`src/hw/rtl/length_prefixed_frame_parser_core_macros.svh`:
```
// Assertion macros shared by the frame parser RTL.
// Used by lpfp_parser and length_prefixed_frame_parser_core; no other dependencies.
`ifndef LENGTH_PREFIXED_FRAME_PARSER_CORE_MACROS_SVH
`define LENGTH_PREFIXED_FRAME_PARSER_CORE_MACROS_SVH

// Same-cycle implication, disabled while reset is asserted.
`define LPFP_ASSERT_NOW(label, clk, rst_n, ante, cons, msg) \
    label: assert property (@(posedge clk) disable iff (!(rst_n)) (ante) |-> (cons)) \
        else $error(msg);

// Next-cycle implication, disabled while reset is asserted.
`define LPFP_ASSERT_NEXT(label, clk, rst_n, ante, cons, msg) \
    label: assert property (@(posedge clk) disable iff (!(rst_n)) (ante) |=> (cons)) \
        else $error(msg);

`endif

```
`src/hw/rtl/lpfp_pkg.sv`:
```
// Shared types and constants for the length-prefixed frame parser.
// No dependencies; used by every module of the block.
package lpfp_pkg;

    // Frame layout
    localparam logic [15:0] TYPE_BYTES   = 16'd4;
    localparam logic [15:0] BITMAP_BYTES = 16'd16;
    localparam logic [7:0]  MAX_ELEMENTS = 8'd128;
    localparam logic [7:0]  ELEM_SAT     = 8'd255;

    typedef enum logic [2:0] {
        PH_TYPE    = 3'd0,
        PH_BITMAP  = 3'd1,
        PH_LEN_HI  = 3'd2,
        PH_LEN_LO  = 3'd3,
        PH_PAYLOAD = 3'd4
    } t_phase;

    typedef enum logic [2:0] {
        RG_TYPE   = 3'd0,
        RG_BITMAP = 3'd1,
        RG_LENGTH = 3'd2,
        RG_KEPT   = 3'd3,
        RG_DROP   = 3'd4
    } t_region;

    typedef enum logic [2:0] {
        ST_BUSY      = 3'd0,
        ST_GOOD      = 3'd1,
        ST_HDR_SHORT = 3'd2,
        ST_LEN_SHORT = 3'd3,
        ST_PAY_SHORT = 3'd4
    } t_status;

    // One input word
    typedef struct packed {
        logic [7:0] data_byte;
        logic       final_byte;
    } t_item;

    // One result word
    typedef struct packed {
        t_region     region;
        logic [7:0]  element_number;
        logic [15:0] byte_offset;
        logic [7:0]  value_out;
        logic [15:0] element_length;
        logic        element_complete;
        logic        frame_complete;
        t_status     frame_status;
    } t_result;

endpackage

```
`src/hw/rtl/length_prefixed_frame_parser_core.sv`:
```
// Top level of the length-prefixed frame parser.
// Depends on lpfp_pkg, lpfp_in_stage, lpfp_parser, lpfp_out_stage and the macros header.
`include "length_prefixed_frame_parser_core_macros.svh"

// Parses a frame (4-byte type code, 16-byte bitmap, then elements each made of a
// 2-byte big-endian length and its payload) one byte per word and returns one
// result word per input word, in order. Throughput is one word per clock when
// the output is not stalled. An accepted word is held in the input register,
// then passes through the parse logic into the result register, which drives
// o_valid. The parse state updates in the same cycle as the word moves from
// the input register to the result register, so consecutive bytes of a frame
// follow back to back.
module length_prefixed_frame_parser_core (
    input  logic        i_clk,
    input  logic        i_rst_n,
    // input channel
    input  logic        i_valid,
    output logic        o_stall,
    input  logic [7:0]  i_data_byte,
    input  logic        i_final_byte,
    // result channel
    output logic        o_valid,
    input  logic        i_stall,
    output logic [2:0]  o_region,
    output logic [7:0]  o_element_number,
    output logic [15:0] o_byte_offset,
    output logic [7:0]  o_value_out,
    output logic [15:0] o_element_length,
    output logic        o_element_complete,
    output logic        o_frame_complete,
    output logic [2:0]  o_frame_status
);

    lpfp_pkg::t_item   in_item;
    lpfp_pkg::t_item   stage_item;
    lpfp_pkg::t_result parse_res;
    lpfp_pkg::t_result out_res;
    logic              stage_valid;
    logic              out_valid;
    logic              out_free;
    logic              advance;
    logic              in_load;

    // Pipeline control: the result register frees up when empty or taken
    assign out_free = !out_valid || !i_stall;
    assign advance  = stage_valid && out_free;
    assign o_stall  = stage_valid && !out_free;
    assign in_load  = i_valid && !o_stall;

    assign in_item.data_byte  = i_data_byte;
    assign in_item.final_byte = i_final_byte;

    lpfp_in_stage u_in_stage (
        .i_clk   (i_clk),
        .i_rst_n (i_rst_n),
        .i_load  (in_load),
        .i_item  (in_item),
        .i_drain (advance),
        .o_valid (stage_valid),
        .o_item  (stage_item)
    );

    lpfp_parser u_parser (
        .i_clk    (i_clk),
        .i_rst_n  (i_rst_n),
        .i_fire   (advance),
        .i_item   (stage_item),
        .o_result (parse_res)
    );

    lpfp_out_stage u_out_stage (
        .i_clk    (i_clk),
        .i_rst_n  (i_rst_n),
        .i_load   (advance),
        .i_result (parse_res),
        .i_stall  (i_stall),
        .o_valid  (out_valid),
        .o_result (out_res)
    );

    // Result fields
    assign o_valid            = out_valid;
    assign o_region           = out_res.region;
    assign o_element_number   = out_res.element_number;
    assign o_byte_offset      = out_res.byte_offset;
    assign o_value_out        = out_res.value_out;
    assign o_element_length   = out_res.element_length;
    assign o_element_complete = out_res.element_complete;
    assign o_frame_complete   = out_res.frame_complete;
    assign o_frame_status     = out_res.frame_status;

    `LPFP_ASSERT_NOW(a_stall_only_when_full, i_clk, i_rst_n, o_stall, stage_valid && out_valid && i_stall, "input stalled with room downstream")
    `LPFP_ASSERT_NEXT(a_accept_reaches_stage, i_clk, i_rst_n, i_valid && !o_stall, stage_valid, "accepted word not held in input register")
    `LPFP_ASSERT_NEXT(a_result_held, i_clk, i_rst_n, o_valid && i_stall, o_valid && $stable(out_res), "stalled result word changed")

endmodule

```
`src/hw/rtl/lpfp_in_stage.sv`:
```
// Input register of the frame parser: holds one accepted word until parsed.
// Depends on lpfp_pkg.
module lpfp_in_stage (
    input  logic           i_clk,
    input  logic           i_rst_n,
    input  logic           i_load,
    input  lpfp_pkg::t_item i_item,
    input  logic           i_drain,
    output logic           o_valid,
    output lpfp_pkg::t_item o_item
);

    logic            r_valid;
    lpfp_pkg::t_item r_item;

    // Occupancy flag
    always_ff @(posedge i_clk) begin
        if (!i_rst_n) begin
            r_valid <= 1'b0;
        end else if (i_load) begin
            r_valid <= 1'b1;
        end else if (i_drain) begin
            r_valid <= 1'b0;
        end
    end

    // Payload, no reset
    always_ff @(posedge i_clk) begin
        if (i_load) begin
            r_item <= i_item;
        end
    end

    assign o_valid = r_valid;
    assign o_item  = r_item;

endmodule

```
`src/hw/rtl/lpfp_parser.sv`:
```
// Frame parse state and the combinational next-state / result logic.
// Depends on lpfp_pkg and length_prefixed_frame_parser_core_macros.svh.
`include "length_prefixed_frame_parser_core_macros.svh"

module lpfp_parser (
    input  logic              i_clk,
    input  logic              i_rst_n,
    input  logic              i_fire,
    input  lpfp_pkg::t_item   i_item,
    output lpfp_pkg::t_result o_result
);

    lpfp_pkg::t_phase r_phase, n_phase;
    logic [15:0]      r_pos, n_pos;
    logic [15:0]      r_len, n_len;
    logic [7:0]       r_cnt, n_cnt;
    logic             r_zero, n_zero;

    logic [15:0]       pos_inc;
    logic [7:0]        cnt_inc;
    logic [15:0]       len_full;
    logic              zero_now;
    logic              kept;
    logic              done_ok;
    lpfp_pkg::t_status short_code;
    lpfp_pkg::t_result res;

    assign pos_inc  = r_pos + 16'd1;
    assign cnt_inc  = (r_cnt != lpfp_pkg::ELEM_SAT) ? (r_cnt + 8'd1) : r_cnt;
    assign len_full = r_len | {8'h00, i_item.data_byte};
    assign zero_now = r_zero || (i_item.data_byte == 8'h00);
    assign kept     = (r_cnt <= lpfp_pkg::MAX_ELEMENTS);

    // Next state and result for the word at the input register
    always_comb begin
        n_phase    = r_phase;
        n_pos      = r_pos;
        n_len      = r_len;
        n_cnt      = r_cnt;
        n_zero     = r_zero;
        done_ok    = 1'b0;
        short_code = lpfp_pkg::ST_HDR_SHORT;

        res                  = '0;
        res.region           = lpfp_pkg::RG_TYPE;
        res.frame_complete   = i_item.final_byte;
        res.frame_status     = lpfp_pkg::ST_BUSY;

        case (r_phase)
            lpfp_pkg::PH_BITMAP: begin
                res.region      = lpfp_pkg::RG_BITMAP;
                res.byte_offset = r_pos;
                res.value_out   = i_item.data_byte;
                n_pos           = pos_inc;
                if (pos_inc >= lpfp_pkg::BITMAP_BYTES) begin
                    n_phase = lpfp_pkg::PH_LEN_HI;
                    n_pos   = 16'd0;
                    done_ok = 1'b1;
                end
            end
            lpfp_pkg::PH_LEN_HI: begin
                n_cnt              = cnt_inc;
                res.region         = lpfp_pkg::RG_LENGTH;
                res.element_number = cnt_inc;
                res.value_out      = i_item.data_byte;
                n_len              = {i_item.data_byte, 8'h00};
                n_phase            = lpfp_pkg::PH_LEN_LO;
                short_code         = lpfp_pkg::ST_LEN_SHORT;
            end
            lpfp_pkg::PH_LEN_LO: begin
                res.region         = lpfp_pkg::RG_LENGTH;
                res.element_number = r_cnt;
                res.byte_offset    = 16'd1;
                res.value_out      = i_item.data_byte;
                res.element_length = len_full;
                n_len              = len_full;
                if (len_full == 16'd0) begin
                    // empty element ends on its prefix
                    res.element_complete = 1'b1;
                    n_phase              = lpfp_pkg::PH_LEN_HI;
                    done_ok              = 1'b1;
                end else begin
                    n_phase    = lpfp_pkg::PH_PAYLOAD;
                    n_pos      = 16'd0;
                    n_zero     = 1'b0;
                    short_code = lpfp_pkg::ST_PAY_SHORT;
                end
            end
            lpfp_pkg::PH_PAYLOAD: begin
                res.region         = kept ? lpfp_pkg::RG_KEPT : lpfp_pkg::RG_DROP;
                res.element_number = r_cnt;
                res.byte_offset    = r_pos;
                res.element_length = r_len;
                if (kept) begin
                    n_zero        = zero_now;
                    res.value_out = zero_now ? 8'h00 : i_item.data_byte;
                end
                n_pos = pos_inc;
                if (pos_inc == r_len) begin
                    res.element_complete = 1'b1;
                    n_phase              = lpfp_pkg::PH_LEN_HI;
                    n_pos                = 16'd0;
                    done_ok              = 1'b1;
                end else begin
                    short_code = lpfp_pkg::ST_PAY_SHORT;
                end
            end
            default: begin
                // type code; unused phase codes land here too
                n_phase         = lpfp_pkg::PH_TYPE;
                res.region      = lpfp_pkg::RG_TYPE;
                res.byte_offset = r_pos;
                n_zero          = zero_now;
                res.value_out   = zero_now ? 8'h00 : i_item.data_byte;
                n_pos           = pos_inc;
                if (pos_inc >= lpfp_pkg::TYPE_BYTES) begin
                    n_phase = lpfp_pkg::PH_BITMAP;
                    n_pos   = 16'd0;
                end
            end
        endcase

        // Final word: report and start the next frame from scratch
        if (i_item.final_byte) begin
            res.frame_status = done_ok ? lpfp_pkg::ST_GOOD : short_code;
            n_phase          = lpfp_pkg::PH_TYPE;
            n_pos            = 16'd0;
            n_len            = 16'd0;
            n_cnt            = 8'd0;
            n_zero           = 1'b0;
        end
    end

    // Parse state
    always_ff @(posedge i_clk) begin
        if (!i_rst_n) begin
            r_phase <= lpfp_pkg::PH_TYPE;
            r_pos   <= 16'd0;
            r_len   <= 16'd0;
            r_cnt   <= 8'd0;
            r_zero  <= 1'b0;
        end else if (i_fire) begin
            r_phase <= n_phase;
            r_pos   <= n_pos;
            r_len   <= n_len;
            r_cnt   <= n_cnt;
            r_zero  <= n_zero;
        end
    end

    assign o_result = res;

    `LPFP_ASSERT_NEXT(a_final_restarts, i_clk, i_rst_n, i_fire && i_item.final_byte, (r_phase == lpfp_pkg::PH_TYPE) && (r_cnt == 8'd0) && (r_pos == 16'd0), "frame did not restart after final byte")
    `LPFP_ASSERT_NEXT(a_prefix_counts, i_clk, i_rst_n, i_fire && !i_item.final_byte && (r_phase == lpfp_pkg::PH_LEN_HI), r_cnt != 8'd0, "element count zero after a length prefix")
    `LPFP_ASSERT_NOW(a_complete_region, i_clk, i_rst_n, res.element_complete, (res.region == lpfp_pkg::RG_LENGTH) || (res.region == lpfp_pkg::RG_KEPT) || (res.region == lpfp_pkg::RG_DROP), "element completes outside an element")
    `LPFP_ASSERT_NOW(a_status_on_final, i_clk, i_rst_n, i_fire, (res.frame_status != lpfp_pkg::ST_BUSY) == i_item.final_byte, "status does not match final flag")

endmodule

```
`src/hw/rtl/lpfp_out_stage.sv`:
```
// Result register of the frame parser: holds one result until taken.
// Depends on lpfp_pkg.
module lpfp_out_stage (
    input  logic              i_clk,
    input  logic              i_rst_n,
    input  logic              i_load,
    input  lpfp_pkg::t_result i_result,
    input  logic              i_stall,
    output logic              o_valid,
    output lpfp_pkg::t_result o_result
);

    logic              r_valid;
    lpfp_pkg::t_result r_result;

    // Occupancy: filled on load, emptied when taken downstream
    always_ff @(posedge i_clk) begin
        if (!i_rst_n) begin
            r_valid <= 1'b0;
        end else if (i_load) begin
            r_valid <= 1'b1;
        end else if (!i_stall) begin
            r_valid <= 1'b0;
        end
    end

    always_ff @(posedge i_clk) begin
        if (i_load) begin
            r_result <= i_result;
        end
    end

    assign o_valid  = r_valid;
    assign o_result = r_result;

endmodule
```
`config.mk`:
```
export PLATFORM = sky130hd
export DESIGN_NAME = length_prefixed_frame_parser_core
export DESIGN_NICKNAME = d
export VERILOG_FILES = /design/src/hw/rtl/lpfp_pkg.sv /design/src/hw/rtl/length_prefixed_frame_parser_core.sv /design/src/hw/rtl/lpfp_in_stage.sv /design/src/hw/rtl/lpfp_parser.sv /design/src/hw/rtl/lpfp_out_stage.sv
export VERILOG_INCLUDE_DIRS = /design/src /design/src/hw/rtl
export SDC_FILE = /design/constraint.sdc
export NUM_CORES = 1
export LEC_CHECK = 0
export ABC_CLOCK_PERIOD_IN_PS = 8700
export BUFFER_PORTS_ARGS = -buffer_cell sky130_fd_sc_hd__buf_2
export CAP_MARGIN = 20
export CORE_ASPECT_RATIO = 1.4
export CORE_MARGIN = 10
export CORE_UTILIZATION = 60
export CTS_BUF_LIST = sky130_fd_sc_hd__clkbuf_8
export CTS_CLUSTER_DIAMETER = 120
export DETAILED_ROUTE_END_ITERATION = 10
export PLACE_DENSITY = 0.83
export SYNTH_ARGS = -nofsm -noshare
export SYNTH_HDL_FRONTEND = slang
export SYNTH_HIERARCHICAL = 1
export SYNTH_SLANG_ARGS = --single-unit
export TNS_END_PERCENT = 20
```
`constraint.sdc`:
```
create_clock -name i_clk -period 8.7 [get_ports i_clk]
set_clock_uncertainty 0.1 [all_clocks]
set_input_delay 1.305 -clock i_clk [delete_from_list [all_inputs] [get_ports i_clk]]
set_output_delay 1.305 -clock i_clk [all_outputs]
set_load 0.03 [all_outputs]
```
Yosys cells after proc, flatten, opt, wreduce, memory -nomap -nowiden

Index checks and enable logic that the tools add are counted.

Logic and storage cells: 102
Register bits after elaboration: 111
Output and inout bits: 58
Bits of input ports: 13

Magnitude comparators: 3
Equal/unequal tests: 13
Reduce and logical (&&, ||, !) cells: 24
$add $sub $neg: 2
Bitwise operators: 2
Muxes and demuxes: 40

Operators with widths:

| cell                    | number |
|---|---|
| $mux W16                | 6 |
| $pmux W16 S2            | 2 |
| $pmux W16 S4            | 1 |
| $mux W8                 | 5 |
| $pmux W17 S2            | 1 |
| $pmux W8 S2             | 2 |
| $mux W3                 | 6 |
| $pmux W3 S3             | 2 |
| $add A16 B1 Y16 const B | 1 |
| $eq A16 B16 Y1          | 1 |
| $ge A16 B3 Y1 const B   | 1 |
| $ge A16 B5 Y1 const B   | 1 |
| $logic_not A16 Y1       | 1 |
| $or A16 B8 Y16          | 1 |
| $mux W1                 | 12 |
| $pmux W3 S4             | 1 |
| $ne A3 B2 Y1 const B    | 3 |
| $add A8 B1 Y8 const B   | 1 |
| $le A8 B8 Y1 const B    | 1 |
| $logic_not A8 Y1        | 1 |
| $ne A8 B8 Y1 const B    | 1 |
| $reduce_or A2 Y1        | 4 |
| $eq A3 B2 Y1 const B    | 2 |
| $pmux W1 S3             | 2 |
| other kinds (15)        | 25 |

Longest topological paths before layout

Gate-level depths: netlist of the first run.

Depth in word-level cells: 7
Gate-level depth with buffers: 11
Gate-level depth less buffers: 9

Hierarchy

Netlist of the first run, hierarchy kept.

By module, submodules not included:

| module                            | seq. area each (sq um) | cells each | instances | area an instance (sq um) |
|---|---|---|---|---|
| lpfp_parser                       | 880.8                  | 506        | 1         | 3548.4 |
| lpfp_out_stage                    | 1701.6                 | 59         | 1         | 1712.9 |
| lpfp_in_stage                     | 290.3                  | 12         | 1         | 311.5 |
| length_prefixed_frame_parser_core | 0.0                    | 3          | 1         | 27.5 |

Worst setup path after synthesis of the first run

No wires, ideal clock.

Path type: input to register
From: in i_stall
To: reg u_parser.r_pos[12]
Arrival: 7.866 ns
Required time: 8.483 ns
Setup time: 0.117 ns
Setup slack: 0.617 ns
Stages on the path: 6
Path buffers: 1
Cell sequence: a21boi_0 o21ai_1 and2_0 clkbuf_1 a31o_2 a22o_1

Cells in the longest elaborated chain, start to end: 4

RTL lines:

| item                        | line                                    | text |
|---|---|---|
| start, declared             | length_prefixed_frame_parser_core.sv:23 | `input logic i_stall,` |
| $logic_not A1 Y1            | n/a                                     |  |
| $logic_or A1 B1 Y1          | length_prefixed_frame_parser_core.sv:45 | `assign out_free = !out_valid \|\| !i_stall;` |
| $logic_and A1 B1 Y1         | length_prefixed_frame_parser_core.sv:46 | `assign advance = stage_valid && out_free;` |
| $reduce_and A3 Y1 (no line) | n/a                                     |  |
| end signal, assigned        | lpfp_parser.sv:144                      | `r_pos <= n_pos;` |
| end, declared               | lpfp_parser.sv:14                       | `logic [15:0] r_pos, n_pos;` |

Every way passes these cells.
A chain may end at the register's enable or synchronous reset.

Worst setup path in the final report of the first run

From: reg u_parser.r_pos[0]
To: reg u_parser.r_pos[7]

Cells in the longest elaborated chain, start to end: 5
Elaborated cells on any way between the ends: 9
Classes of those cells: add/sub: 1; order compare: 2; eq/ne: 1; mux: 5

RTL lines:

| item                                        | line                                                     | text |
|---|---|---|
| $add A16 B1 Y16 (*)                         | lpfp_parser.sv:28                                        | `assign pos_inc = r_pos + 16'd1;` |
| $ge A16 B3 Y1, or another cell as far along | lpfp_parser.sv:116                                       | `if (pos_inc >= lpfp_pkg::TYPE_BYTES) begin` |
| $mux W16 (on tied branches)                 | lpfp_parser.sv:116, lpfp_parser.sv:55, lpfp_parser.sv:99 |  |
| $pmux W16 S4 (*)                            | lpfp_parser.sv:49                                        | `case (r_phase)` |
| $mux W16 (*)                                | lpfp_parser.sv:124                                       | `if (i_item.final_byte) begin` |

Mark *: on every way between the ends. The rest lies on a longest branch, timed or not.

==> key figures, run 1 <==
Outcome
  • Outcome: finished clean

Critical path
  • Crit Path Class: reg -> reg
  • Critical Path Start: u_parser/r_pos[0]
  • CP max FO: 12
  • R2R Path Start: u_parser/r_pos[0]
  • Startpoint Class: flip-flop
  • R2R depth: 9
  • CP arrival: 4.00 ns
  • R2R setup slack: 4.92 ns
  • Setup crit end kind: flip-flop
  • FF-to-FF End: u_parser/r_pos[7]
  • Critical Path RT: 8.92 ns

Min path
  • Worst Hold Class: reg -> reg
  • Min-Delay Path Depth: 2
  • Hold EP: u_parser/r_len[11]
  • Hold Startpoint: u_parser/r_len[11]

Yosys
  • Post-synthesis async set-or-reset flop share: 0%
  • Cell Area, Synth: 5600 um2
  • Post-Synthesis Cells: 580
  • Share of the synthesized area in the top cell type: 34.9%
  • Main flop type after synthesis: edfxtp_1
  • Synth area leader: edfxtp_1
  • Sequential fraction of the synthesis area: 51.3%
  • EDFF count, synth: 65
  • Cell variety after synth: 68
  • Syn nets: 597
  • Yosys reg bits: 111
  • Syn avg cell area: 9.66 um2
  • Yosys warns: 6
  • Largest cells by area after synthesis: edfxtp_1 (35%), dfxtp_1 (16%), nand2_1 (4.0%)

Route
  • Via count: 4724
  • DR iter-0 viols: 543
  • Via-to-Cell Ratio: 6.37
  • Routed WL: 14000 um
  • Drt wl/cell: 18.9 um
  • Drt first pass iters: 7
  • Antenna Nets Post-Route: 0
  • Drt drc: 0

Cells and area
  • Post-route cell area: 6180 um2
  • Share of layout cells above drive strength 1: 16.7%
  • Fill count: 685
  • N_diodes: 0
  • Synth-to-Final Area Change: 10.4%
  • Multi-input logic area: 2550 um2
  • Sequential cell area: 2870 um2
  • Final net count: 647

STA
  • Worst-Margin Slew: 1.05 ns
  • Fmax achieved: 265 MHz
  • Final Max Slew Viols: 0
  • Final hold vios: 0
  • Finish-stage setup viols: 0
  • RSZ-0062 raised after global routing: false
  • Crit path time final: 3.78 ns
  • Slew headroom: 29.7%
  • Crit share post-route: 43.4%
  • Setup_tns: 0 ns

CTS
  • Root Buffer: clkbuf_8
  • Clk slew on worst S/H paths: 0.10 ns
  • Total clock buffers created by CTS: 9
  • Post_cts resized: 0
  • Post-CTS Hold Fix Bufs: 0
  • Clk sinks: 111
  • Htree depth: 3
  • Clk Latency, worst-skew pair: 0.38 ns
  • Setup bufs post-CTS: 0
  • Maximum clock path buffer count: 2
  • CTS tree: yes

Global route
  • Grt ovf: 0
  • Total track usage: 20.8%
  • Initial antenna violation count: 0
  • First-pass GRT wire length: 22700 um
  • Vias in the first global route: 4514
  • Pin count of the biggest net entering global routing: 64

Power and ir drop
  • VDD IR-drop max: 151 uV
  • P_leak: 2.33 nW
  • Final total power: 1.01 mW
  • Power Density: 163 nW/um2

Floorplan
  • IO Pins: 71
  • Std-Cell Rows: 41
  • Initial core utilization: 61.7%
  • Die Width: 102 um
  • Core area: 9080 um2
  • Die height: 134 um
  • Die Area: 13700 um2

Job
  • Max-Cap Viols: 0

Placed design
  • Buffers on Ports: 70
  • Dpl hpwl: 10000 um
  • Placed Area: 5960 um2
  • Placer Congestion: 0.930
[cell usage in the layout (no fill, tap or decap), types with 3 or more instances in the layout]
cell      Yosys  routed
nor4_1       12      12
xor2_1        7       7
a22oi_1      11      11
nor2_1       59      59
dfxtp_1      46      46
edfxtp_1     65      65
clkbuf_8      0       9
nand2b_1      4       4
nor2b_1       3       3
nor3_1       20      20
or3_1         5       5
nand3b_1      7       7
nand3_1      29      29
inv_1        12      13
nand4_1       7       7
o21ai_1       4       4
a211o_1       3       3
o31ai_1       4       4
xnor2_1      17      17
a32oi_1       3       3
a21oi_1      37      37
and2_1       32      32
mux2i_1       3       3
ha_1          4       4
and3_1        7       7
o21ai_0      29      29
a31oi_1       4       4
nand2_1      60      60
buf_2         3      70
and4_1        3       3
a211oi_1      4       4
[worst max-delay path by stage]
stage                     cells after the start            endpoint  slack, ns
after floorplan                               6  u_parser/r_pos[12]       0.62
after CTS                                     9   u_parser/r_pos[7]       4.99
after global placement                        8   u_parser/r_cnt[1]       4.88
final                                         9   u_parser/r_pos[7]       4.92
after detailed placement                      8   u_parser/r_cnt[1]       4.73
after global routing                          9   u_parser/r_pos[9]       4.71
[area by class of cell]
type / count / area share (%)
sequential: 111 / 46.4
multi-input combinational: 424 / 41.2
timing repair buffer: 72 / 5.91
tap: 107 / 2.16
clock buffer: 9 / 2.00
clock inverter: 7 / 1.56
inverter: 12 / 0.728
[stage by stage]
step | hold WS (ns) | std cells | util [%] | worst slack (ns)
finish | 0.419 | 742 | 68.1 | 4.92
global placement | 0.392 | 725 | 65.6 | 4.88
detailed placement | 0.401 | 725 | 65.6 | 4.73
CTS | 0.416 | 741 | 68.0 | 4.99
floorplan | 0.356 | 580 | - | 0.617
global route | 0.444 | 742 | 68.1 | 4.71
[cells in the mapped netlist, types with 17 or more instances]
| library cell | instances |
|---|---|
| a21oi_1 | 37 |
| and2_1 | 32 |
| clkbuf_1 | 25 |
| dfxtp_1 | 46 |
| edfxtp_1 | 65 |
| nand2_1 | 60 |
| nand3_1 | 29 |
| nor2_1 | 59 |
| nor3_1 | 20 |
| o21ai_0 | 29 |
| xnor2_1 | 17 |
[power by group]
group          leakage (nW)  internal, mW  switching [mW]
Clock                 0.108         0.163           0.176
Sequential             1.01         0.574          0.0107
Combinational          1.21        0.0222          0.0608
Total                  2.33         0.759           0.248
[critical path: stages, from the launching register on]
cell      delay [ns]
dfxtp_1         0.58
ha_1            0.39
nand4_2         0.30
or3_1           0.44
a211oi_1        0.37
nor3_1          0.08
and4b_1         0.35
o21ai_1         0.80
o21ai_0         0.19
nand2_1         0.11
[cell families (layout without fill, tap and decap cells)]
family / after synthesis / after routing / share of synthesized area, %
muxes: 4 / 4 / 0.737
DFF: 111 / 111 / 51.3
and+or+nand+nor: 271 / 271 / 26.0
buffers and inverters: 45 / 100 / 3.42
xor gates and xnor gates: 25 / 25 / 4.16
adders and majority gates: 4 / 4 / 0.894
AOI/OAI and AO/OA: 120 / 120 / 13.5
[routing by layer]
layer | vias to the layer above | GRT usage (%) | share of wire [%]
met1 | 2213 | 23.3 | 38
li1 | 2197 | - | -
met4 | 0 | 6.62 | 2.6
met3 | 41 | 5.09 | 7.8
met2 | 273 | 37.2 | 51
met5 | - | 0 | 0
[registers in the layout, indices dropped and copies added (netlist names)]
register / count
u_in_stage/o_item: 9
u_out_stage/o_result: 56
u_parser/r_phase: 3
u_parser/r_cnt: 8
u_out_stage/o_valid: 1
u_parser/r_pos: 16
u_in_stage/o_valid: 1
u_parser/r_zero: 1
u_parser/r_len: 16
No activity file was read; power rests on OpenSTA's default activity.
==> inputs of run 2 (changes only) <==
--- a/config.mk
+++ b/config.mk
@@ -6,16 +6,16 @@
 export SDC_FILE = /design/constraint.sdc
 export NUM_CORES = 1
 export LEC_CHECK = 0
-export ABC_CLOCK_PERIOD_IN_PS = 8700
+export ABC_CLOCK_PERIOD_IN_PS = 3200
 export BUFFER_PORTS_ARGS = -buffer_cell sky130_fd_sc_hd__buf_2
 export CAP_MARGIN = 20
 export CORE_ASPECT_RATIO = 1.4
 export CORE_MARGIN = 10
-export CORE_UTILIZATION = 60
+export CORE_UTILIZATION = 54
 export CTS_BUF_LIST = sky130_fd_sc_hd__clkbuf_8
 export CTS_CLUSTER_DIAMETER = 120
 export DETAILED_ROUTE_END_ITERATION = 10
-export PLACE_DENSITY = 0.83
+export PLACE_DENSITY = 0.79
 export SYNTH_ARGS = -nofsm -noshare
 export SYNTH_HDL_FRONTEND = slang
 export SYNTH_HIERARCHICAL = 1
==> constraint.sdc (replaced) <==
create_clock -name i_clk -period 3.2 [get_ports i_clk]
set_clock_uncertainty 0.1 [all_clocks]
set_input_delay 0.48 -clock i_clk [delete_from_list [all_inputs] [get_ports i_clk]]
set_output_delay 0.48 -clock i_clk [all_outputs]
set_load 0.03 [all_outputs]
==> run 2 against run 1 <==
Net effect:
- wire length grew 5.2%
- combinational power grew to 3.0 times the previous value
- critical path depth shrank 1
- die area is 9.1% higher
- non-clock buffer count up 26
- clock power up 150%
- sequential share of layout area is 1.6 points lower
- worst hold slack worse by 0.26 ns
- largest cell class unchanged
- fmax increased by 23%
==> key figures, run 2 (synthesized netlist as in run 1, its figures left out) <==
Min path
  • Hold Startpoint: i_data_byte[6]
  • Worst Hold Class: in -> reg

Floorplan
  • Die Area: 14900 um2 (+9.1%)
  • Initial core utilization: 56.0% (-5.7 points)
  • Core area: 10000 um2 (+10%)
  • Die height: 140 um (+4.6%)
  • Std-Cell Rows: 43 (+4.9%)
  • IO Pins: 71 (unchanged)
  • Die Width: 106 um (+4.3%)

Critical path
  • Crit-path leading delay family: simple AND/OR/NAND/NOR gates
  • Worst-path cell chain: ha_1 > nand4_4 > nor4_4 > xnor2_1 > a211o_1 > or3_1 > or4b_1 > o21ai_1
  • R2R depth: 8 (-1)
  • CP arrival: 3.20 ns (-0.80 ns)
  • R2R Path Start: u_parser/r_pos[1]
  • Worst setup path endpoint: u_out_stage/o_result[4]
  • Critical-path top delay cell: or4b_1
  • CP max stage delay: 0.57 ns (-0.23 ns)
  • FF-to-FF End: u_out_stage/o_result[4]
  • CP bufs+invs: 0 (unchanged)
  • Setup crit end kind: flip-flop
  • Crit Path Class: reg -> reg
  • Critical path depth in cells: 8 (-1)
  • Critical Path RT: 3.34 ns (-5.58 ns)
  • R2R setup slack: 0.14 ns (-4.78 ns)
  • CP max FO: 9 (-3)
  • Startpoint Class: flip-flop
  • Critical Path Start: u_parser/r_pos[1]

Cells and area
  • N_diodes: 0 (unchanged)
  • Synth-to-Final Area Change: 14.6%
  • Max reg flops: 56 (unchanged)
  • Final net count: 673 (+4.0%)
  • Final Non-Filler Cells: 796 (+7.3%)
  • Post-route cell area: 6420 um2 (+3.7%)
  • Most frequent cells in the layout: buf_2 (70), edfxtp_1 (65), nand2_1 (60), nor2_1 (58), dfxtp_1 (40)
  • Commonest non-fill, non-tap cell in the layout: buf_2
  • Share of layout cells above drive strength 1: 21.3% (+4.6 points)
  • Fill count: 855 (+25%)

CTS
  • Maximum clock path buffer count: 2 (unchanged)
  • Clk Latency, worst-skew pair: 0.40 ns (+0.02 ns)
  • Clk slew on worst S/H paths: 0.10 ns (about the same)
  • Root Buffer: clkbuf_8
  • Htree depth: 3 (unchanged)
  • Post-CTS Hold Fix Bufs: 0 (unchanged)
  • Total clock buffers created by CTS: 9 (unchanged)
  • CTS tree: yes
  • Clk sinks: 111 (unchanged)

STA
  • Crit share post-route: 95.7% (+52 points)
  • RSZ-0062 raised after global routing: false
  • WHS: 0.160 ns (-0.259 ns)
  • Setup_tns: 0 ns (unchanged)
  • Final Max Slew Viols: 0 (unchanged)
  • Finish-stage setup viols: 0 (unchanged)
  • Worst-Margin Slew: 0.623 ns (-0.430 ns)
  • Crit path time final: 3.06 ns (-0.718 ns)
  • Fmax achieved: 327 MHz (+23%)
  • Slew headroom: 58.1% (+28 points)
  • Final hold vios: 0 (unchanged)

Global route
  • Pin count of the biggest net entering global routing: 46 (-28%)
  • Grt ovf: 0 (unchanged)
  • Total track usage: 19.6% (-1.1 points)
  • First-pass GRT wire length: 23500 um (+3.7%)
  • Vias in the first global route: 4479 (-0.78%)
  • Initial antenna violation count: 0 (unchanged)

Job
  • Max-Cap Viols: 0 (unchanged)

Power and ir drop
  • Reg power frac: 59.3% (+1.3 points)
  • VDD IR-drop max: 343 uV (+130%)
  • Switching Fraction: 25.4% (+0.82 points)
  • Power Density: 415 nW/um2 (+160%)
  • Clk network pwr share: 31.3% (-2.4 points)
  • Internal cell power: 1.99 mW (+160%)
  • Logic gate share of total power: 9.3% (+1.1 points)
  • P_leak: 2.49 nW (+6.7%)
  • Sw power: 0.678 mW (+170%)

Route
  • Routed WL: 14700 um (+5.2%)
  • Via count: 4738 (+0.30%)
  • Via-to-Cell Ratio: 5.95 (-6.5%)
  • DR iter-0 viols: 270 (-50%)
  • Drt drc: 0 (unchanged)
  • Drt wl/cell: 18.5 um (-1.9%)
  • Antenna Nets Post-Route: 0 (unchanged)
  • Drt first pass iters: 5 (-2)

Placed design
  • Placer Congestion: 0.954 (+2.7%)
  • Buffers on Ports: 70 (unchanged)
  • Placed cells: 779 (+7.4%)
  • Dpl hpwl: 10800 um (+7.6%)
  • Placed Area: 6190 um2 (+3.9%)

Outcome
  • Outcome: finished clean
-- run 2: cell types whose count changed in the layout (fill, tap and decap cells not counted), sizes merged --
cell / previous run / this run
inv: 15 / 14
buf: 72 / 98
clkinvlp: 2 / 1
clkinv: 0 / 3
bufinv: 2 / 1
-- run 2: layer usage --
metal | track usage, % | vias to the layer above | wire length [um]
li1 | - | 2259 | -
met1 | 23.6 | 2255 | 6060
met2 | 32.2 | 188 | 7300
met3 | 5.46 | 36 | 914
met4 | 8.22 | 0 | 455
met5 | 0 | - | 0
-- run 2: stage by stage --
step                power [mW]  utilization [%]  setup slack, ns
floorplan                 1.78                -          0.00736
global placement          1.86             61.9            0.174
detailed placement        1.86             61.9            0.117
CTS                       2.68             63.8           0.0990
global route              2.77             64.1           0.0257
finish                    2.67             64.1            0.139
-- run 2: worst register-to-register path: stages, from the launching register on --
cell and delay, ns:
dfxtp_1 0.35, ha_1 0.33, nand4_4 0.23, nor4_4 0.37
xnor2_1 0.18, a211o_1 0.33, or3_1 0.30, or4b_1 0.57
o21ai_1 0.17
-- run 2: repair_timing --
action | in CTS | in global routing
setup endpoints to repair | 0 | 14
setup buffers | 0 | 1
gates resized for setup | 0 | 9
-- run 2: layout make-up --
class                      instances  area (um2)  share of cell area [%]
clock buffer                       9         124                    1.93
timing repair buffer              98         561                    8.74
sequential                       111        2880                    44.9
inverter                          12        45.0                   0.702
tap                              135         169                    2.63
clock inverter                     7        65.1                    1.01
multi-input combinational        424        2570                    40.1
-- run 2: power by group through the flow --
stage	sequential, mW	clock, mW	combinational [mW]
floorplan	1.68	0	0.0925
global placement	1.61	0	0.245
detailed placement	1.61	0	0.250
CTS	1.58	0.850	0.251
global route	1.59	0.914	0.268
finish	1.58	0.835	0.249
-- run 2: worst min-delay path by stage --
stage               slack (ns)  cells past startpoint                    to
floorplan                 0.36                      2    u_parser/r_pos[14]
global placement          0.38                      2    u_parser/r_len[13]
detailed placement        0.39                      2    u_parser/r_pos[14]
CTS                       0.15                      1  u_in_stage/o_item[7]
global route              0.14                      1  u_in_stage/o_item[7]
finish                    0.16                      1  u_in_stage/o_item[7]
==> inputs of run 3 (changes only) <==
--- a/config.mk
+++ b/config.mk
@@ -15,7 +15,7 @@
 export CTS_BUF_LIST = sky130_fd_sc_hd__clkbuf_8
 export CTS_CLUSTER_DIAMETER = 120
 export DETAILED_ROUTE_END_ITERATION = 10
-export PLACE_DENSITY = 0.79
+export PLACE_DENSITY = 0.82
 export SYNTH_ARGS = -nofsm -noshare
 export SYNTH_HDL_FRONTEND = slang
 export SYNTH_HIERARCHICAL = 1
==> run 3 against run 2 <==
Net effect:
- utilization is 0.58 points higher
- worst setup slack improved by 0.015 ns
- clock power up 20%
- global-route usage is essentially flat
- register-to-register slack hardly changed
- cell count grew 0.25%
- clock-buffer cell count did not move
- flip-flop and latch count stayed put
- critical path depth unchanged
- sequential share of layout area is 0.38 points lower
- via count increased by 1.7%
==> key figures, run 3 (synthesized netlist as in run 1, its figures left out) <==
Outcome
  • Outcome: finished clean

Cells and area
  • Final net count: 675 (+0.30%)
  • Post-route cell area: 6470 um2 (+0.90%)
  • Max reg flops: 56 (unchanged)
  • Sequential cell area: 2880 um2 (about the same)
  • Fill count: 819 (-4.2%)
  • Commonest non-fill, non-tap cell in the layout: buf_2
  • N_diodes: 0 (unchanged)
  • Share of layout cells above drive strength 1: 21.4% (+0.086 points)
  • Most frequent cells in the layout: buf_2 (70), edfxtp_1 (65), nand2_1 (60), nor2_1 (59), dfxtp_1 (39)
  • Multi-input logic area: 2560 um2 (-0.49%)
  • Synth-to-Final Area Change: 15.6%

STA
  • RSZ-0062 raised after global routing: false
  • Slew headroom: 55.3% (-2.7 points)
  • Final hold vios: 0 (unchanged)
  • Worst-Margin Slew: 0.664 ns (+0.0408 ns)
  • Crit path time final: 3.05 ns (-0.0149 ns)
  • Final Max Slew Viols: 0 (unchanged)
  • Finish-stage setup viols: 0 (unchanged)
  • Setup_tns: 0 ns (unchanged)
  • Crit share post-route: 95.2% (-0.47 points)
  • Fmax achieved: 328 MHz (+0.49%)

Global route
  • Vias in the first global route: 4697 (+4.9%)
  • Total track usage: 19.6% (-0.026 points)
  • First-pass GRT wire length: 23500 um (about the same)
  • Initial antenna violation count: 0 (unchanged)
  • Pin count of the biggest net entering global routing: 42 (-8.7%)
  • Grt ovf: 0 (unchanged)

Power and ir drop
  • Reg power frac: 55.8% (-3.5 points)
  • VDD IR-drop max: 349 uV (+1.7%)
  • Power Density: 438 nW/um2 (+5.4%)
  • Sw power: 0.684 mW (+0.92%)
  • Internal cell power: 2.15 mW (+8.2%)
  • P_leak: 2.50 nW (+0.43%)
  • Clk network pwr share: 35.4% (+4.1 points)
  • Logic gate share of total power: 8.8% (-0.5 points)
  • Switching Fraction: 24.1% (-1.3 points)

CTS
  • Htree depth: 3 (unchanged)
  • Clk slew on worst S/H paths: 0.10 ns (about the same)
  • CTS tree: yes
  • Total clock buffers created by CTS: 9 (unchanged)
  • Clk sinks: 111 (unchanged)
  • Maximum clock path buffer count: 2 (unchanged)
  • Root Buffer: clkbuf_8
  • Clk Latency, worst-skew pair: 0.39 ns (about the same)

Placed design
  • Buffers on Ports: 70 (unchanged)
  • Dpl hpwl: 10700 um (-0.29%)
  • Placed Area: 6210 um2 (+0.24%)
  • Placer Congestion: 0.993 (+4.1%)

Critical path
  • Setup crit end kind: flip-flop
  • Startpoint Class: flip-flop
  • CP arrival: 3.18 ns (-0.02 ns)
  • CP max stage delay: 0.54 ns (-0.03 ns)
  • Critical Path RT: 3.33 ns (about the same)
  • CP bufs+invs: 0 (unchanged)
  • Critical-path top delay cell: or4b_1
  • CP max FO: 9 (unchanged)
  • Crit-path leading delay family: simple AND/OR/NAND/NOR gates
  • Crit Path Class: reg -> reg
  • Worst-path cell chain: ha_1 > nand4_4 > nor4_4 > xnor2_1 > a211o_1 > or3_1 > or4b_1 > o21ai_1

Floorplan
  • Die height: 140 um (unchanged)
  • Std-Cell Rows: 43 (unchanged)
  • Die Area: 14900 um2 (unchanged)
  • IO Pins: 71 (unchanged)
  • Die Width: 106 um (unchanged)
  • Core area: 10000 um2 (unchanged)
  • Initial core utilization: 56.0% (unchanged)

Route
  • Via-to-Cell Ratio: 6.04 (+1.4%)
  • Drt drc: 0 (unchanged)
  • DR iter-0 viols: 313 (+16%)
  • Drt first pass iters: 5 (unchanged)
  • Routed WL: 14800 um (+0.62%)
  • Antenna Nets Post-Route: 0 (unchanged)
  • Drt wl/cell: 18.6 um (+0.37%)
  • Via count: 4818 (+1.7%)

Job
  • Max-Cap Viols: 0 (unchanged)

Min path
  • Worst Hold Class: in -> reg
==> run 3: cell count changes in the layout (fill, tap and decap cells not counted), sizes merged <==
cell	delta
buf	+2
bufinv	+2
clkinv	-1
inv	-1
==> run 3: repair_timing <==
| item | in CTS | in global routing |
|---|---|---|
| endpoints found under the setup margin | 0 | 4 |
| resized for setup | 0 | 7 |
| buffers inserted | 0 | 1 |
| hold buffers | 0 | 0 |
==> run 3: final timing paths <==
path | startpoint | to | cells past startpoint | slack (ns)
setup / recovery | u_parser/r_pos[0] | u_out_stage/o_result[4] | 8 | 0.15
hold / removal | i_data_byte[0] | u_in_stage/o_item[1] | 1 | 0.16
setup reg to reg | u_parser/r_pos[0] | u_out_stage/o_result[4] | 8 | 0.15
hold reg to reg | u_parser/r_pos[14] | u_parser/r_pos[14] | 2 | 0.42
==> run 3: layer usage <==
| layer | vias to the layer above | global-route usage, % | part of all wire, % |
|---|---|---|---|
| met1 | 2280 | 22.5 | 40 |
| met5 | - | 0 | 0 |
| met2 | 236 | 32.6 | 49 |
| li1 | 2254 | - | - |
| met3 | 48 | 3.63 | 6.6 |
| met4 | 0 | 12.7 | 4.4 |
==> run 3: area by class of cell <==
type,instances,area share [%]
Clock buffer,9,1.91
Clock inverter,7,1.84
Inverter,12,0.696
Multi-Input combinational cell,424,39.5
Sequential cell,111,44.5
Tap cell,135,2.61
Timing Repair Buffer,100,8.89
==> run 3: per-stage QoR <==
stage / utilization, % / setup WS (ns) / cells / power [mW] / hold WS, ns
finish: 64.7 / 0.154 / 798 / 2.83 / 0.162
global route: 64.7 / 0.00134 / 798 / 2.93 / 0.147
CTS: 64.5 / 0.144 / 797 / 2.85 / 0.148
detailed placement: 62.0 / 0.214 / 781 / 1.86 / 0.404
global placement: 62.0 / 0.247 / 781 / 1.86 / 0.386
floorplan: - / 0.00736 / 580 / 1.78 / 0.356
==> run 3: worst reg2reg max path: stages (launching register included) <==
cell and delay (ns):
dfxtp_1 0.36, ha_1 0.33, nand4_4 0.22, nor4_4 0.39, xnor2_1 0.17, a211o_1 0.31, or3_1 0.30, or4b_1 0.54
o21ai_1 0.17
==> run 3: power groups by stage <==
stage,clock network [mW],logic [mW],registers [mW]
after global routing,1.07,0.266,1.59
after global placement,0,0.245,1.61
after floorplan,0,0.0925,1.68
final,1.00,0.248,1.58
after detailed placement,0,0.248,1.62
after CTS,1.01,0.249,1.58
